## src/rtl/core/pbvc_pkg.sv

```systemverilog
// Shared types and constants for the port bit-vector classifier stage.
// No dependencies.
package pbvc_pkg;

	localparam logic [1:0] ACT_PACKET = 2'd0;
	localparam logic [1:0] ACT_WRITE  = 2'd1;
	localparam logic [1:0] ACT_INVAL  = 2'd2;
	localparam logic [1:0] ACT_COUNT  = 2'd3;

	localparam logic [2:0] KIND_LOOKUP = 3'd0;
	localparam logic [2:0] KIND_PASS   = 3'd1;
	localparam logic [2:0] KIND_WRITE  = 3'd2;
	localparam logic [2:0] KIND_INVAL  = 3'd3;
	localparam logic [2:0] KIND_COUNT  = 3'd4;

	localparam logic [1:0] VERDICT_NONE   = 2'd0;
	localparam logic [1:0] VERDICT_NEXT   = 2'd1;
	localparam logic [1:0] VERDICT_ACCEPT = 2'd2;
	localparam logic [1:0] VERDICT_DROP   = 2'd3;

	localparam logic [7:0] PROTO_TCP = 8'd6;
	localparam logic [7:0] PROTO_UDP = 8'd17;

	localparam logic [1:0] CNT_PACKETS = 2'd0;
	localparam logic [1:0] CNT_BYTES   = 2'd1;

	typedef struct packed {
		logic [2:0]  kind;
		logic [15:0] key;
		logic [1:0]  wi;
		logic [63:0] data;
		logic        last;
		logic [15:0] plen;
	} cmd_t;

	typedef struct packed {
		logic clearing;
		logic pop;
	} back_status_t;

endpackage

```

## src/rtl/core/pbvc_front.sv

```systemverilog
// Front part: accepts input beats, classifies them, queues them in two entries.
// Depends on pbvc_pkg.
module pbvc_front (
	input  logic          clk,
	input  logic          arst_n,
	input  logic          hold,
	input  logic          in_valid,
	output logic          in_stall,
	input  logic [1:0]    action,
	input  logic [7:0]    protocol,
	input  logic [15:0]   port,
	input  logic [1:0]    word_index,
	input  logic [63:0]   data_word,
	input  logic          last_word,
	input  logic [15:0]   packet_length,
	output logic          q_valid,
	output pbvc_pkg::cmd_t q_cmd,
	input  logic          pop
);
	import pbvc_pkg::*;

	cmd_t       slot_q [2];
	logic       wr_ptr_q;
	logic       rd_ptr_q;
	logic [1:0] count_q;
	logic       accept;
	cmd_t       cmd_in;

	always_comb begin
		cmd_in.key  = port;
		cmd_in.wi   = word_index;
		cmd_in.data = data_word;
		cmd_in.last = last_word;
		cmd_in.plen = packet_length;
		unique case (action)
			ACT_PACKET: cmd_in.kind = (protocol == PROTO_TCP || protocol == PROTO_UDP)
				? KIND_LOOKUP : KIND_PASS;
			ACT_WRITE:  cmd_in.kind = KIND_WRITE;
			ACT_INVAL:  cmd_in.kind = KIND_INVAL;
			default:    cmd_in.kind = KIND_COUNT;
		endcase
	end

	assign in_stall = (count_q == 2'd2) || hold;
	assign accept   = in_valid && !in_stall;
	assign q_valid  = (count_q != 2'd0);
	assign q_cmd    = slot_q[rd_ptr_q];

	always_ff @(posedge clk) begin
		if (accept) begin
			slot_q[wr_ptr_q] <= cmd_in;
		end
	end

	always_ff @(posedge clk or negedge arst_n) begin
		if (!arst_n) begin
			wr_ptr_q <= 1'b0;
			rd_ptr_q <= 1'b0;
			count_q  <= 2'd0;
		end else begin
			if (accept) begin
				wr_ptr_q <= !wr_ptr_q;
			end
			if (pop) begin
				rd_ptr_q <= !rd_ptr_q;
			end
			count_q <= count_q + 2'(accept) - 2'(pop);
		end
	end
endmodule

```

## config.mk

```make
export PLATFORM = sky130hd
export DESIGN_NAME = pbvc_front
export DESIGN_NICKNAME = d
export VERILOG_FILES = /design/src/rtl/core/pbvc_pkg.sv /design/src/rtl/core/pbvc_front.sv
export SDC_FILE = /design/constraint.sdc
export NUM_CORES = 1
export LEC_CHECK = 0
export BUFFER_PORTS_ARGS = -buffer_cell sky130_fd_sc_hd__buf_2
export CORE_MARGIN = 1.5
export CORE_UTILIZATION = 58
export CTS_BUF_LIST = sky130_fd_sc_hd__clkbuf_2
export DETAILED_ROUTE_END_ITERATION = 10
export PLACE_DENSITY = 0.88
export SKIP_CTS_REPAIR_TIMING = 1
export SYNTH_ARGS = -nofsm -noshare
export SYNTH_HDL_FRONTEND = slang
export SYNTH_SLANG_ARGS = --single-unit
```

## constraint.sdc

```tcl
create_clock -name clk -period 16.2 [get_ports clk]
set_input_delay 0.81 -clock clk [delete_from_list [all_inputs] [get_ports clk]]
set_output_delay 0.81 -clock clk [all_outputs]
set_load 0.02 [all_outputs]
```

Word level (Yosys, flattened, before mapping) --
Memories as Yosys holds them, arrays and structs flattened. Index checks and enable logic that the tools add are counted.
Storage, ports and cells: register bits 4, output and inout bits 104, bits in latches 0, memory bits (read-only) 0, memories kept 1, bits in writable memories 204
Operators by class: shift-type cells 0, $mul 0, add/subtract/negate cells 2, bitwise gates (word level) 0, div/mod/pow operators 0, mux-type cells 4, equal/unequal tests 5, order comparisons 0, reductions and logical operators 8
Memory list:
- slot_q | depth 2, bits a word 102, rd ports 1, clocked after Yosys merged registers in 0, write ports 1, line pbvc_front.sv:22 | cmd_t slot_q [2];
Operator list (number):
- $pmux 3 s3 | 1
- $eq 8x3->1 const B | 1
- $eq 8x5->1 const B | 1
- $eq 2x2->1 const B | 2
- $logic_not 1->1 | 3
- $mux 1 | 3
- $add 2x1->2 | 1
- $eq 2x1->1 const B | 1
- $logic_not 2->1 | 1
- $logic_or 1x1->1 | 2
- $reduce_bool 2->1 | 1
- $sub 2x1->2 | 1
- $logic_and 1x1->1 | 1

Longest topological paths before layout --
depth in word-level cells 6, depth in mapped cells 7, mapped depth without buffers 7

Worst setup path after synthesis --
OpenSTA, ideal clock, no wires.
path type input to register, start input hold, end memory slot_q[0][0] (netlist name) (enable), stages on the path 3, data arrival time 5297 ps, setup time 564 ps, buffers on the path 0, path slack 10339 ps, cells stage by stage inv_1 > o211ai_1 > nor2_1
On the way: word-level cells in the longest chain between the ends 5
Ends and longest elaborated chain:
- from (decl) | line pbvc_front.sv:6 | input logic hold,
- $logic_or 1x1->1 | line pbvc_front.sv:44 | assign in_stall = (count_q == 2'd2) || hold;
- $logic_not 1->1 | line pbvc_front.sv:45 | assign accept = in_valid && !in_stall;
- $logic_and 1x1->1 | line pbvc_front.sv:45
- $mux 1 | line pbvc_front.sv:50 | if (accept) begin
- $mux 1 (not written as such) | line pbvc_front.sv:51 | slot_q[wr_ptr_q] <= cmd_in;
- to (decl) | line pbvc_front.sv:22
No other way between the ends.

==> out/qor.yml <==
core-area_um2: 12700
grt_overflow: 0
status: "complete, no violations"
grt_pass1_vias: 4447
syn_avg_cell_area_um2: 22.1
required_ns: 15.39
antenna_found_initial: 1
dp.cells: 729
rows: 41
min_delay_path_depth: 1
ys_warn_count: 0
cp_slowest_cell: "dfrtp_4"
fin_nets: 726
fillCellCount: 835
place.gp.congestion: 0.727
max_stage_delay_ns: 0.86
start_util_pct: 60.2
reg2reg_depth: 7
tns_ns: 0
routedWlPerCell_um: 16.8
hold_path_class: "in2reg"
die_w_um: 118
cts_buffers: 48
cp-start-kind: "flop"
synthTopCellsByArea: "edfxtp_1 80%, mux2_2 15%, dfrtp_1 1.3%"
dp_hpwl_um: 8910
grtUsageTotal_pct: 20.0
synth_async_sr_flop_share_pct: 1.92
yosysSeqAreaShare_pct: 81.3
clockBufferDepth: 3
finalHoldViolations: 0
synth_edf_count: 204
htree_levels: 2
timing.fmax_mhz: 271
yosysTopAreaCell: "edfxtp_1"
insertion_delay_ns: 0.70
ios: 218
power.total_mw: 1.47
grt_max_degree: 54
io_buffers: 217
synth.cell_area_um2: 7650
grt_pass1_wl_um: 21200
synth_top_flop_cell: "edfxtp_1"
crit_family: "flip-flops"
layout-drive-gt1-share_pct: 63.4
p_leak_nw: 3.62
crit_type: "reg2out"
pwr_density_cell_nw_per_um2: 157
drv_cap: 0
syn_nets: 464
synth.most_common_cell: "edfxtp_1"
cp.depth: 3
cts_root_buf: "clkbuf_2"
syn_inst: 346
area_growth_syn_to_layout_pct: 22.1
slew_violations: 0
path_buf_inv: 2
ir_drop_mv: 0.0958
postRouteWirelength_um: 13600
path_max_fanout: 53
dieArea_um2: 13900
dr_total_vias: 4091
cts_tree: "built"
die_h_um: 118
setup_violations: 0
fin_crit_ns: 3.69
synth.top_cell.area_share_pct: 80.0
route.detailed.drc: 0
postRouteAntennaNets: 0
drtPass1Iterations: 4
ys_types: 17
path_clk_slew_ns: 0.11
max_slew_margin_pct: 53.9
period_share_pct: 22.8
via_per_inst: 5.04
synth_seq_cells: 208
worstMarginPinSlew_ns: 0.691
crit_arrival_ns: 2.88
rsz0062_at_grt: "no"
crit_path_end_kind: "primary output"
worstPathCellList: "buf_4, mux2_2, buf_2"
timing.hold.ws_ns: 0.271
yosys-top-cells-count: "204 x edfxtp_1, 102 x mux2_2, 7 x buf_6, 6 x inv_1"
instances_no_fill: 812
finClkSkew_ns: 0.0296
drt_iter0_drc: 196
cts.sinks: 208
[registers in the layout (all words and copies together) (netlist names)]
signal,cells
wr_ptr_q,1
count_q,2
slot_q,204
rd_ptr_q,1
[power breakdown]
part | internal (mW) | switching [mW]
sequential | 0.669 | 0.0409
combinational | 0.186 | 0.257
clock | 0.135 | 0.179
[stage by stage]
stage          util [%]  worst slack [ns]  cell area (µm²)
2_1_floorplan         -             10.34             7650
3_3_place_gp       70.0             13.25             8910
3_5_place_dp       70.0             13.23             8910
4_1_cts            73.4             12.41             9330
5_1_grt            73.4             12.27             9340
6_report           73.5             12.51             9350
[layout make-up]
class                      count  area [µm²]  area share, %
timing repair buffer         223        1130           12.1
tap                          172         215           2.30
multi-input combinational    121        1320           14.1
clock inverter                 6        48.8          0.522
sequential                   208        6230           66.7
antenna                        1        2.50         0.0268
inverter                       6        22.5          0.241
clock buffer                  75         375           4.02
[worst reg2reg max path: stages, from the launching register on]
cell and delay, ns:
dfrtp_1 0.40, inv_1 0.07, o211ai_1 0.57, ha_1 0.37, inv_1 0.06, ha_1 0.15, xnor2_1 0.14, xnor2_1 0.15
[per-layer routing]
layer,part of all wire (%),track usage [%]
met5,0,0
met4,3.0,11.5
met3,7.8,6.93
met2,52,33.6
met1,38,22.1
[cells in the final DEF, fill, tap and decap left out]
| master | n |
|---|---|
| mux2_2 | 102 |
| or2_2 | 1 |
| dlygate4sd3_1 | 1 |
| nor4bb_1 | 2 |
| clkinv_1 | 5 |
| nor2_1 | 1 |
| edfxtp_1 | 204 |
| diode_2 | 1 |
| xnor2_1 | 3 |
| buf_4 | 5 |
| nor4_1 | 1 |
| dfrtp_1 | 3 |
| o211ai_1 | 1 |
| a31o_2 | 1 |
| dfrtp_4 | 1 |
| ha_1 | 4 |
| bufinv_16 | 1 |
| inv_1 | 6 |
| nor2_4 | 2 |
| clkbuf_2 | 75 |
| xor2_1 | 1 |
| buf_2 | 217 |
| o21ai_0 | 2 |
[logic make-up after synthesis]
logic type               after synthesis  synth area share (%)
AO/OA/AOI/OAI                          4                 0.343
XOR/XNOR                               4                 0.458
adder cells (fa/ha/maj)                4                 0.654
buffers and inverters                 17                  1.62
flip-flops                           208                  81.3
multiplexers                         102                  15.0
AND/OR/NAND/NOR                        7                 0.572
[final timing paths]
path                         startpoint       endpoint  slack, ns
hold / removal             data_word[8]  slot_q[1][25]       0.27
setup / recovery               rd_ptr_q     q_cmd[101]      12.51
max in group asynchronous        arst_n       rd_ptr_q      15.60
setup reg to reg             count_q[1]     count_q[1]      14.23
min in group asynchronous        arst_n     count_q[0]       0.45
hold reg to reg              count_q[1]     count_q[1]       0.53
(Power assumes the default switching activity.)
